**config.mk**
```make
export PLATFORM = sky130hd
export DESIGN_NAME = sun_tracker_servo_stepper_top
export DESIGN_NICKNAME = d
export VERILOG_FILES = /design/src/rtl/sts_pkg.sv /design/src/rtl/sts_ratio_cmp.sv /design/src/rtl/sts_mode_sel.sv /design/src/rtl/sun_tracker_servo_stepper_top.sv
export SDC_FILE = /design/constraint.sdc
export NUM_CORES = 2
export LEC_CHECK = 0
export BUFFER_PORTS_ARGS = -buffer_cell sky130_fd_sc_hd__buf_2
export CAP_MARGIN = 20
export CORE_MARGIN = 10
export CORE_UTILIZATION = 40
export CTS_BUF_LIST = sky130_fd_sc_hd__clkbuf_16
export DETAILED_ROUTE_END_ITERATION = 8
export PLACE_DENSITY = 0.62
export SLEW_MARGIN = 20
export SYNTH_ARGS = -nofsm -noshare
export SYNTH_HDL_FRONTEND = slang
export SYNTH_SLANG_ARGS = --single-unit
```
**constraint.sdc**
```tcl
create_clock -name clk -period 11.7 [get_ports clk]
set_clock_uncertainty 0.1 [all_clocks]
set_input_delay 1.17 -clock clk [delete_from_list [all_inputs] [get_ports clk]]
set_output_delay 1.17 -clock clk [all_outputs]
set_load 0.05 [all_outputs]
```
**src/rtl/sts_pkg.sv**
```systemverilog
`default_nettype none
// ----------------------------------------------------------------------------
// sts_pkg - shared types and constants for the sun tracker servo stepper
// Mode codes, configuration indexes, reset values and the angle step function.
// ----------------------------------------------------------------------------
package sts_pkg;

  localparam int SAMPLE_BITS_DEF = 10;
  localparam int THR_W           = 10;
  localparam int BAND_W          = 10;
  localparam int WIND_W          = 8;
  localparam int ANGLE_W         = 8;
  localparam int MODE_W          = 2;
  localparam int CFG_IDX_W       = 3;
  localparam int CFG_DATA_W      = 10;
  localparam int RATIO_SCALE     = 1000;

  localparam logic [THR_W-1:0]   NIGHT_THRESHOLD_RST = 10'd550;
  localparam logic [BAND_W-1:0]  DEADBAND_RST        = 10'd100;
  localparam logic [WIND_W-1:0]  WIND_LIMIT_RST      = 8'd20;
  localparam logic [ANGLE_W-1:0] STEP_SIZE_RST       = 8'd1;
  localparam logic [ANGLE_W-1:0] ANGLE_MIN_RST       = 8'd0;
  localparam logic [ANGLE_W-1:0] ANGLE_MAX_RST       = 8'd180;
  localparam logic [ANGLE_W-1:0] POSITION_RST        = 8'd0;

  typedef enum logic [MODE_W-1:0] {
    MODE_AUTO   = 2'd0,
    MODE_MANUAL = 2'd1,
    MODE_NIGHT  = 2'd2,
    MODE_WIND   = 2'd3
  } mode_t;

  typedef enum logic [CFG_IDX_W-1:0] {
    CFG_NIGHT_THRESHOLD    = 3'd0,
    CFG_AZIMUTH_DEADBAND   = 3'd1,
    CFG_ELEVATION_DEADBAND = 3'd2,
    CFG_WIND_LIMIT         = 3'd3,
    CFG_STEP_SIZE          = 3'd4,
    CFG_ANGLE_MIN          = 3'd5,
    CFG_ANGLE_MAX          = 3'd6
  } cfg_idx_t;

  // Move request for one axis: lo when the ratio is under the band,
  // hi when it is over the band (or the divisor is zero).
  typedef struct packed {
    logic lo;
    logic hi;
  } axis_move_t;

  // Per-beat conditions the mode selector needs.
  typedef struct packed {
    logic              night;
    logic              manual;
    logic [WIND_W-1:0] wind_speed;
  } mode_req_t;

  // One step of an axis; a target past either end wraps to the other end.
  function automatic logic [ANGLE_W-1:0] step_angle(
    input logic [ANGLE_W-1:0] pos,
    input logic               up,
    input logic [ANGLE_W-1:0] step,
    input logic [ANGLE_W-1:0] amin,
    input logic [ANGLE_W-1:0] amax
  );
    logic [ANGLE_W:0]   sum;
    logic [ANGLE_W-1:0] diff;
    logic [ANGLE_W-1:0] res;
    sum  = {1'b0, pos} + {1'b0, step};
    diff = pos - step;
    if (step == '0) begin
      res = pos;
    end else if (up) begin
      if (sum > {1'b0, amax}) res = amin;
      else if (sum < {1'b0, amin}) res = amax;
      else res = sum[ANGLE_W-1:0];
    end else begin
      if (pos < step) res = amax;
      else if (diff > amax) res = amin;
      else if (diff < amin) res = amax;
      else res = diff;
    end
    return res;
  endfunction

endpackage
`default_nettype wire

```
**src/rtl/sts_ratio_cmp.sv**
```systemverilog
`default_nettype none
// ----------------------------------------------------------------------------
// sts_ratio_cmp - per-mille ratio test of two opposite light samples
// Compares a*1000 against (1000-band)*b and (1001+band)*b by cross-multiplying.
// ----------------------------------------------------------------------------
module sts_ratio_cmp #(
  parameter int SAMPLE_BITS = sts_pkg::SAMPLE_BITS_DEF
) (
  input  wire logic [SAMPLE_BITS-1:0]    a,
  input  wire logic [SAMPLE_BITS-1:0]    b,
  input  wire logic [sts_pkg::BAND_W-1:0] band,
  output sts_pkg::axis_move_t             move
);

  localparam int NW = SAMPLE_BITS + 11;
  localparam logic [NW-1:0] SCALE = NW'(sts_pkg::RATIO_SCALE);

  logic                        lo_valid;
  logic [sts_pkg::BAND_W-1:0]  lo_bound;
  logic [sts_pkg::BAND_W:0]    hi_bound;
  logic [NW-1:0]               num;
  logic [NW-1:0]               prod_lo;
  logic [NW-1:0]               prod_hi;

  // A band above 1000 pushes the low bound below zero: no low move then.
  assign lo_valid = (band <= sts_pkg::BAND_W'(sts_pkg::RATIO_SCALE));
  assign lo_bound = sts_pkg::BAND_W'(sts_pkg::RATIO_SCALE) - band;
  assign hi_bound = (sts_pkg::BAND_W + 1)'(sts_pkg::RATIO_SCALE + 1) + {1'b0, band};

  assign num     = NW'(a) * SCALE;
  assign prod_lo = NW'(lo_bound) * NW'(b);
  assign prod_hi = NW'(hi_bound) * NW'(b);

  // A zero divisor reads as a huge ratio.
  assign move.lo = (b != '0) && lo_valid && (num < prod_lo);
  assign move.hi = (b == '0) || (num >= prod_hi);

endmodule
`default_nettype wire

```
**src/rtl/sts_mode_sel.sv**
```systemverilog
`default_nettype none
// ----------------------------------------------------------------------------
// sts_mode_sel - mode priority with wind hysteresis
// Night wins, then wind, then the manual switch, else automatic tracking.
// ----------------------------------------------------------------------------
module sts_mode_sel (
  input  wire sts_pkg::mode_req_t         req,
  input  wire sts_pkg::mode_t             cur_mode,
  input  wire logic [sts_pkg::WIND_W-1:0] wind_limit,
  output sts_pkg::mode_t                  mode
);

  logic windy;

  // Wind mode is held at the limit and only entered above it.
  assign windy = (req.wind_speed > wind_limit) ||
                 ((cur_mode == sts_pkg::MODE_WIND) && (req.wind_speed >= wind_limit));

  always_comb begin
    if (req.night) mode = sts_pkg::MODE_NIGHT;
    else if (windy) mode = sts_pkg::MODE_WIND;
    else if (req.manual) mode = sts_pkg::MODE_MANUAL;
    else mode = sts_pkg::MODE_AUTO;
  end

endmodule
`default_nettype wire

```
**src/rtl/sun_tracker_servo_stepper_top.sv**
```systemverilog
`default_nettype none
// ----------------------------------------------------------------------------
// sun_tracker_servo_stepper_top - four-quadrant photosensor sun tracker
// Picks an operating mode per sensor beat and steps the two servo angles.
// ----------------------------------------------------------------------------
//  channel | dir | handshake         | payload
//  in_     | in  | tvalid/tready     | four light samples, manual switch, wind
//  out_    | out | tvalid/tready     | mode, two angles, two laid-down flags
//  cfg_    | in  | wen, no handshake | register index and data
//
// One beat is accepted per cycle unless a stall on out_tready holds it back.
// A beat passes through the input register (ratio cross-multiplies and the
// night mean), the decision register (mode choice and the angle step against
// the tracked state) and then sits in the output register behind out_tvalid.
// The mode and positions update when a beat leaves the decision register,
// so back-to-back beats see their predecessor's state. Reset (rst_n low,
// synchronous) empties all stages, loads the register defaults and sets
// automatic mode with both angles at zero. A stall on out_tready fills the
// stages one by one before in_tready drops.
// ----------------------------------------------------------------------------
module sun_tracker_servo_stepper_top #(
  parameter int SAMPLE_BITS = sts_pkg::SAMPLE_BITS_DEF
) (
  input  wire logic                               clk,
  input  wire logic                               rst_n,
  // east, west, north, south (SAMPLE_BITS each), manual_switch (1),
  // wind_speed_kmh (8), zero pad to whole bytes
  input  wire logic [((4*SAMPLE_BITS+1+sts_pkg::WIND_W+7)/8)*8-1:0] in_tdata,
  input  wire logic                               in_tvalid,
  output logic                                    in_tready,
  // mode (2), azimuth_angle (8), elevation_angle (8), elevation_laid_down (1),
  // mirror_laid_down (1), zero pad to 24 bits
  output logic [23:0]                             out_tdata,
  output logic                                    out_tvalid,
  input  wire logic                               out_tready,
  input  wire logic                               cfg_wen,
  input  wire logic [sts_pkg::CFG_IDX_W-1:0]      cfg_addr,
  input  wire logic [sts_pkg::CFG_DATA_W-1:0]     cfg_wdata
);

  localparam int AW        = sts_pkg::ANGLE_W;
  localparam int IN_W      = 4*SAMPLE_BITS + 1 + sts_pkg::WIND_W;
  localparam int OUT_W     = sts_pkg::MODE_W + 2*AW + 2;
  localparam int SUM_W     = SAMPLE_BITS + 2;
  localparam int MEAN_CW   = (SAMPLE_BITS > sts_pkg::THR_W) ? SAMPLE_BITS : sts_pkg::THR_W;
  localparam int OFS_W     = SAMPLE_BITS;
  localparam int OFS_N     = 2*SAMPLE_BITS;
  localparam int OFS_S     = 3*SAMPLE_BITS;
  localparam int OFS_MAN   = 4*SAMPLE_BITS;
  localparam int OFS_WIND  = 4*SAMPLE_BITS + 1;

  // Configuration registers.
  logic [sts_pkg::THR_W-1:0]  night_threshold_r;
  logic [sts_pkg::BAND_W-1:0] azimuth_deadband_r;
  logic [sts_pkg::BAND_W-1:0] elevation_deadband_r;
  logic [sts_pkg::WIND_W-1:0] wind_limit_r;
  logic [AW-1:0]              step_size_r;
  logic [AW-1:0]              angle_min_r;
  logic [AW-1:0]              angle_max_r;

  always_ff @(posedge clk) begin
    if (!rst_n) begin
      night_threshold_r    <= sts_pkg::NIGHT_THRESHOLD_RST;
      azimuth_deadband_r   <= sts_pkg::DEADBAND_RST;
      elevation_deadband_r <= sts_pkg::DEADBAND_RST;
      wind_limit_r         <= sts_pkg::WIND_LIMIT_RST;
      step_size_r          <= sts_pkg::STEP_SIZE_RST;
      angle_min_r          <= sts_pkg::ANGLE_MIN_RST;
      angle_max_r          <= sts_pkg::ANGLE_MAX_RST;
    end else if (cfg_wen) begin
      case (sts_pkg::cfg_idx_t'(cfg_addr))
        sts_pkg::CFG_NIGHT_THRESHOLD:    night_threshold_r    <= cfg_wdata;
        sts_pkg::CFG_AZIMUTH_DEADBAND:   azimuth_deadband_r   <= cfg_wdata;
        sts_pkg::CFG_ELEVATION_DEADBAND: elevation_deadband_r <= cfg_wdata;
        sts_pkg::CFG_WIND_LIMIT:         wind_limit_r         <= cfg_wdata[sts_pkg::WIND_W-1:0];
        sts_pkg::CFG_STEP_SIZE:          step_size_r          <= cfg_wdata[AW-1:0];
        sts_pkg::CFG_ANGLE_MIN:          angle_min_r          <= cfg_wdata[AW-1:0];
        sts_pkg::CFG_ANGLE_MAX:          angle_max_r          <= cfg_wdata[AW-1:0];
        default: ;
      endcase
    end
  end

  // Stage handshakes: each stage loads when it is empty or draining.
  logic s1_valid_r;
  logic s2_valid_r;
  logic out_valid_r;
  logic out_load;
  logic s2_adv;
  logic s1_adv;
  logic in_acc;

  assign out_load  = !out_valid_r || out_tready;
  assign s2_adv    = s2_valid_r && out_load;
  assign s1_adv    = s1_valid_r && (!s2_valid_r || s2_adv);
  assign in_tready = !s1_valid_r || s1_adv;
  assign in_acc    = in_tvalid && in_tready;

  always_ff @(posedge clk) begin
    if (!rst_n) begin
      s1_valid_r  <= 1'b0;
      s2_valid_r  <= 1'b0;
      out_valid_r <= 1'b0;
    end else begin
      if (in_tready) s1_valid_r <= in_tvalid;
      if (!s2_valid_r || s2_adv) s2_valid_r <= s1_adv;
      if (out_load) out_valid_r <= s2_adv;
    end
  end

  // Stage 1: input register, ratio tests and night test.
  logic [IN_W-1:0] s1_data_r;

  always_ff @(posedge clk) begin
    if (in_acc) s1_data_r <= in_tdata[IN_W-1:0];
  end

  logic [SAMPLE_BITS-1:0]    s1_east;
  logic [SAMPLE_BITS-1:0]    s1_west;
  logic [SAMPLE_BITS-1:0]    s1_north;
  logic [SAMPLE_BITS-1:0]    s1_south;
  logic [SUM_W-1:0]          s1_sum;
  logic [MEAN_CW-1:0]        s1_mean;
  sts_pkg::axis_move_t       s1_az_move;
  sts_pkg::axis_move_t       s1_el_move;
  sts_pkg::mode_req_t        s1_req;

  assign s1_east  = s1_data_r[OFS_W-1:0];
  assign s1_west  = s1_data_r[OFS_N-1:OFS_W];
  assign s1_north = s1_data_r[OFS_S-1:OFS_N];
  assign s1_south = s1_data_r[OFS_MAN-1:OFS_S];
  assign s1_sum   = SUM_W'(s1_east) + SUM_W'(s1_west) + SUM_W'(s1_north) + SUM_W'(s1_south);
  assign s1_mean  = MEAN_CW'(s1_sum[SUM_W-1:2]);

  assign s1_req.night      = s1_mean < MEAN_CW'(night_threshold_r);
  assign s1_req.manual     = s1_data_r[OFS_MAN];
  assign s1_req.wind_speed = s1_data_r[IN_W-1:OFS_WIND];

  sts_ratio_cmp #(.SAMPLE_BITS(SAMPLE_BITS)) u_az_cmp (
    .a    (s1_east),
    .b    (s1_west),
    .band (azimuth_deadband_r),
    .move (s1_az_move)
  );

  sts_ratio_cmp #(.SAMPLE_BITS(SAMPLE_BITS)) u_el_cmp (
    .a    (s1_north),
    .b    (s1_south),
    .band (elevation_deadband_r),
    .move (s1_el_move)
  );

  // Stage 2: decision register, mode choice and angle stepping.
  sts_pkg::axis_move_t s2_az_move_r;
  sts_pkg::axis_move_t s2_el_move_r;
  sts_pkg::mode_req_t  s2_req_r;

  always_ff @(posedge clk) begin
    if (s1_adv) begin
      s2_az_move_r <= s1_az_move;
      s2_el_move_r <= s1_el_move;
      s2_req_r     <= s1_req;
    end
  end

  sts_pkg::mode_t current_mode_r;
  logic [AW-1:0]  az_pos_r;
  logic [AW-1:0]  el_pos_r;
  sts_pkg::mode_t mode_nxt;
  logic [AW-1:0]  az_pos_nxt;
  logic [AW-1:0]  el_pos_nxt;

  sts_mode_sel u_mode_sel (
    .req        (s2_req_r),
    .cur_mode   (current_mode_r),
    .wind_limit (wind_limit_r),
    .mode       (mode_nxt)
  );

  // Azimuth: east weaker than west steps up, stronger steps down.
  // Elevation: north weaker than south steps down, stronger steps up.
  always_comb begin
    az_pos_nxt = az_pos_r;
    el_pos_nxt = el_pos_r;
    if (mode_nxt == sts_pkg::MODE_AUTO) begin
      if (s2_az_move_r.lo) begin
        az_pos_nxt = sts_pkg::step_angle(az_pos_r, 1'b1, step_size_r, angle_min_r, angle_max_r);
      end else if (s2_az_move_r.hi) begin
        az_pos_nxt = sts_pkg::step_angle(az_pos_r, 1'b0, step_size_r, angle_min_r, angle_max_r);
      end
      if (s2_el_move_r.lo) begin
        el_pos_nxt = sts_pkg::step_angle(el_pos_r, 1'b0, step_size_r, angle_min_r, angle_max_r);
      end else if (s2_el_move_r.hi) begin
        el_pos_nxt = sts_pkg::step_angle(el_pos_r, 1'b1, step_size_r, angle_min_r, angle_max_r);
      end
    end
  end

  always_ff @(posedge clk) begin
    if (!rst_n) begin
      current_mode_r <= sts_pkg::MODE_AUTO;
      az_pos_r       <= sts_pkg::POSITION_RST;
      el_pos_r       <= sts_pkg::POSITION_RST;
    end else if (s2_adv) begin
      current_mode_r <= mode_nxt;
      az_pos_r       <= az_pos_nxt;
      el_pos_r       <= el_pos_nxt;
    end
  end

  // Output register.
  logic [OUT_W-1:0] out_fields_r;

  always_ff @(posedge clk) begin
    if (s2_adv) begin
      out_fields_r <= {mode_nxt == sts_pkg::MODE_WIND, mode_nxt == sts_pkg::MODE_NIGHT,
                       el_pos_nxt, az_pos_nxt, mode_nxt};
    end
  end

  assign out_tvalid = out_valid_r;
  assign out_tdata  = 24'(out_fields_r);

  // A beat in the output register always carries the mode now held in state.
  a_mode_matches_state: assert property (@(posedge clk) disable iff (!rst_n)
    out_valid_r |-> (out_fields_r[sts_pkg::MODE_W-1:0] == current_mode_r))
    else $error("output mode differs from tracked mode");

  // Positions never move outside automatic mode.
  a_hold_outside_auto: assert property (@(posedge clk) disable iff (!rst_n)
    (s2_adv && (mode_nxt != sts_pkg::MODE_AUTO)) |=>
      (az_pos_r == $past(az_pos_r)) && (el_pos_r == $past(el_pos_r)))
    else $error("angle moved outside automatic mode");

  // Wind mode is only entered from another mode above the limit.
  a_wind_entry: assert property (@(posedge clk) disable iff (!rst_n)
    (s2_adv && (mode_nxt == sts_pkg::MODE_WIND) && (current_mode_r != sts_pkg::MODE_WIND))
      |-> (s2_req_r.wind_speed > wind_limit_r))
    else $error("wind mode entered at or below the limit");

  // A beat leaving stage 1 lands in stage 2.
  a_no_beat_lost: assert property (@(posedge clk) disable iff (!rst_n)
    s1_adv |=> s2_valid_r)
    else $error("beat dropped between stages");

endmodule
`default_nettype wire
```
==> Flow_metrics.wiki <==
{| class="wikitable"
! Metric !! Value
|-
| Share of the yosys chip area belonging to registers || 14.2%
|-
| Total Neg Setup Slack || 0 ns
|-
| Met3 track demand over resource in global routing || between 2 and 3%
|-
| Die Height || a little under 300 um
|-
| Global-route wire length before repair || ~130,000 um
|-
| Pin count of the biggest net entering global routing || 54
|-
| Most common flop cell mapped by yosys || edfxtp_1
|-
| Arrival time worst endpoint || 9.17 ns
|-
| GPL Wtd Cong || around 0.94
|-
| Number of warnings reported in the yosys synthesis log || 0
|-
| Cell type group with the largest total delay on the critical path || adder cells
|-
| Synthesized area || ~29,000 sq um
|-
| Hold violation count in the final report || 0
|-
| Fraction of final layout cells sized beyond drive strength 1 || 5.90%
|-
| CTS sink count || 166
|-
| Post-synthesis sequential element count || 166
|-
| Avg Cell Area, Syn || 9.08 sq um
|-
| Reg clk slew, reported paths || 0.07 ns
|-
| Overall die area || 84,400 sq um
|-
| Final instance count without filler cells || 4,249
|-
| Static leakage power || 0.0151 uW
|-
| Row Count || 99
|-
| Clock root buffer || clkbuf_16
|-
| Least-Margin Pin Slew || 1.03 ns
|-
| Multiplexer share of the synthesized area || less than 1%
|-
| Initial antenna violation count || 2
|-
| Mean routed wirelength per cell || roughly 18 um
|-
| P&R area growth vs syn || 7.22%
|-
| Sum of buffers and inverters on the critical path || 7
|-
| Unrepaired setup endpoints after global routing || no
|-
| Tightest Hold Check Type || flip-flop to flip-flop
|-
| Async set or reset register ratio after synthesis || 0%
|-
| Number of routed nets with antenna violations || 0
|-
| Violation count after the first detailed-routing iteration || 1,402
|-
| Slowest stage cell on the critical path || dfxtp_1
|-
| VDD IR max || 208 uV
|-
| Fraction of the cycle the final worst path needs || 77.0%
|-
| Cell Count Post-Placement || 4,216
|-
| DPL Wire Length || 61,200 um
|-
| Element type at the critical path end || flip-flop
|-
| DRC || 0
|-
| Cell area power density || roughly 230 nW/um^2
|-
| Share of the synthesized netlist area taken by xor and xnor gates || 4.61%
|-
| Count of max-cap constraint violations || 0
|-
| Element type at the critical path start || flip-flop
|-
| Post-CTS sizing || 0
|-
| Final Max Tran Viols || 0
|-
| Top cell type's share of synthesized area || 23.8%
|-
| Via-to-Cell Ratio || 5.28
|-
| Clock buffer count from CTS || 17
|-
| Number of global-route vias before repair || 22,927
|-
| Net count reported at finish || 4,190
|-
| Synthesized-area fraction occupied by ao, oa, aoi and oai cells || 12.3%
|-
| Met2 Track Usage GR || 29.9%
|-
| Fraction of the mapped netlist area in adder cells || between 40% and 50%
|-
| Highest cell delay on the worst timing path || around 0.84 ns
|-
| Total congestion overflow after global routing || 0
|-
| Area of all placed cells without fillers || 31,400 sq um
|-
| Overall global routing resource usage || 18.4%
|-
| Die Wd || 291 um
|-
| Worst EP required || 11.86 ns
|-
| Count of flip-flops with a built-in enable after synthesis || 83
|-
| Synth Instances || 3,224
|-
| Busiest grt layer || met2
|-
| Starting Density || 40.3%
|-
| Hold buffer count at cts || 0
|-
| Vias after detailed routing || roughly 22,000
|-
| Top Ports || 100
|-
| Port Buffer Count || 88
|-
| Final setup fails || 0
|-
| Placeable Area || 72,700 sq um
|-
| Depth of the CTS H-tree || 4
|-
| Distinct cell type count of the synthesized netlist || 82
|-
| Post-Synth Simple-Gate Area || 16.6%
|-
| Clk_lat worst skew || ~0.46 ns
|-
| Final wirelength || 76,800 um
|-
| Top cells by area in the synthesized netlist || fa_1 (24%), ha_1 (21%), edfxtp_1 (8.5%), dfxtp_1 (5.7%), inv_1 (5.4%)
|-
| Met1 GRT Util || 25.0%
|-
| Slew margin rel. || 30.5%
|-
| Area after DPL || 30,800 sq um
|-
| Number of optimization iterations in the first detailed-route pass || 6
|-
| Area leader, netlist || fa_1
|-
| Category of the most critical setup path || flip-flop to flip-flop
|-
| Crit Path Max Fanout || 22
|-
| Post-Route Hold Slack || 0.320 ns
|-
| Most frequent CP cell || inv_1
|-
| Post-CTS repair timing setup buffer count || 0
|-
| TritonCTS clock tree || built
|-
| Dominant combinational cell family by area after synthesis || adder cells
|-
| Final Critical Period || 9.01 ns
|-
| Buffers from clock root to sink, at most || 2
|-
| Maximum operating frequency || 111 MHz
|-
| Run status || finished, final reports clean
|}
-- cells in the mapped netlist, types with 6 or more instances --
master / n
and3_1: 21
a21oi_1: 174
nor4_1: 9
o41ai_1: 9
ha_1: 492
o21bai_1: 13
or2_2: 13
o31ai_1: 10
nor3_1: 55
and2_1: 243
xor2_1: 65
o21a_1: 36
dfxtp_1: 83
nor2b_1: 36
a211oi_1: 19
or3_1: 11
nand4_1: 14
nand2_1: 346
a41oi_1: 6
clkbuf_1: 72
nand3_1: 54
buf_4: 6
nand2b_1: 31
o21ai_0: 86
a221oi_1: 6
o31a_1: 8
o22ai_1: 8
edfxtp_1: 83
o211ai_1: 21
a22oi_1: 6
mux2i_1: 10
xnor2_1: 89
a31oi_1: 22
inv_1: 423
nor2_1: 133
a21o_1: 54
a211o_1: 10
a31o_2: 6
fa_1: 348
-- state kept, by name, summed over array words and instances (netlist names) --
name / cells
s1_valid_r: 1
wind_limit_r: 8
el_pos_r: 8
s1_data_r: 49
current_mode_r: 2
s2_valid_r: 1
azimuth_deadband_r: 10
out_tvalid: 1
az_pos_r: 8
s2_req_r: 10
step_size_r: 8
angle_min_r: 8
angle_max_r: 8
s2_el_move_r: 2
s2_az_move_r: 2
out_fields_r: 20
night_threshold_r: 10
elevation_deadband_r: 10
-- metal layers --
metal  wire length [um]  up-vias  share of wire (%)
met5                  0        -                  0
met4               1790        0                2.3
met3               3630      105                4.7
met2              35500      489                 46
met1              35900    10947                 47
li1                   -    10878                  -
-- worst paths after layout --
| path | from | to | slack, ns | cells after the start |
|---|---|---|---|---|
| worst max-delay path | elevation_deadband_r[0] | s2_el_move_r[1] | 2.69 | 29 |
| worst min-delay path | s1_data_r[46] | s2_req_r[5] | 0.32 | 0 |
| worst max register to register | elevation_deadband_r[0] | s2_el_move_r[1] | 2.69 | 29 |
| worst min register to register | s1_data_r[46] | s2_req_r[5] | 0.32 | 0 |
-- where the power goes --
group	internal, uW	leakage [uW]	total, uW	switching [uW]
Clock	320	0.000310	598	278
Combinational	2530	0.0133	5770	3240
Sequential	668	0.00146	727	59.4
Total	3520	0.0151	7100	3580
-- cell usage in the layout, fill, tap and decap left out, drive strengths merged, types with 9 or more instances in the layout --
cell type  synthesis  final
nor2             133    133
inv              424    434
dfxtp             83     83
mux2i             10     10
o41ai             11     11
nand3             54     54
or3               11     11
a211o             10     10
nor2b             37     37
o21a              36     36
o211ai            21     21
nor4               9      9
xor2              65     65
a31oi             22     22
and3              21     21
edfxtp            83     83
a21oi            175    175
nand2b            31     31
a21o              55     55
o21bai            13     13
or2               13     13
o31ai             11     11
nand2            347    347
fa               348    348
o21ai             86     86
nand4             14     14
buf               17    121
ha               492    492
and2             243    243
clkbuf            72     20
nor3              56     56
a211oi            19     19
xnor2             89     89
-- kinds of logic (layout without fill, tap and decap cells) --
kind of cell,after synthesis,after routing
AND/OR/NAND/NOR,984,984
adder cells (fa/ha/maj),840,840
AO/OA/AOI/OAI,549,549
buffers and inverters,515,577
flip-flops,166,166
XOR/XNOR,154,154
multiplexers,15,15
other,1,5
-- stage by stage --
stage	power, uW	utilization, %	setup slack (ns)
global placement	6370	42.3	2.81
CTS	7120	43.2	2.62
floorplan	5100	-	4.12
detailed placement	6460	42.3	2.65
finish	7100	43.2	2.69
global route	8040	43.2	1.95
-- cell type report --
cell class	instances	area [sq um]
fillers	7112	41300
multi-input cells	2546	23100
flip-flops and latches	166	4150
inverters	424	1590
well taps	959	1200
repair buffers	121	688
clock buffers	20	500
clock inverters	12	115
diodes	1	2.50
No activity file was read; power rests on OpenSTA's default activity.
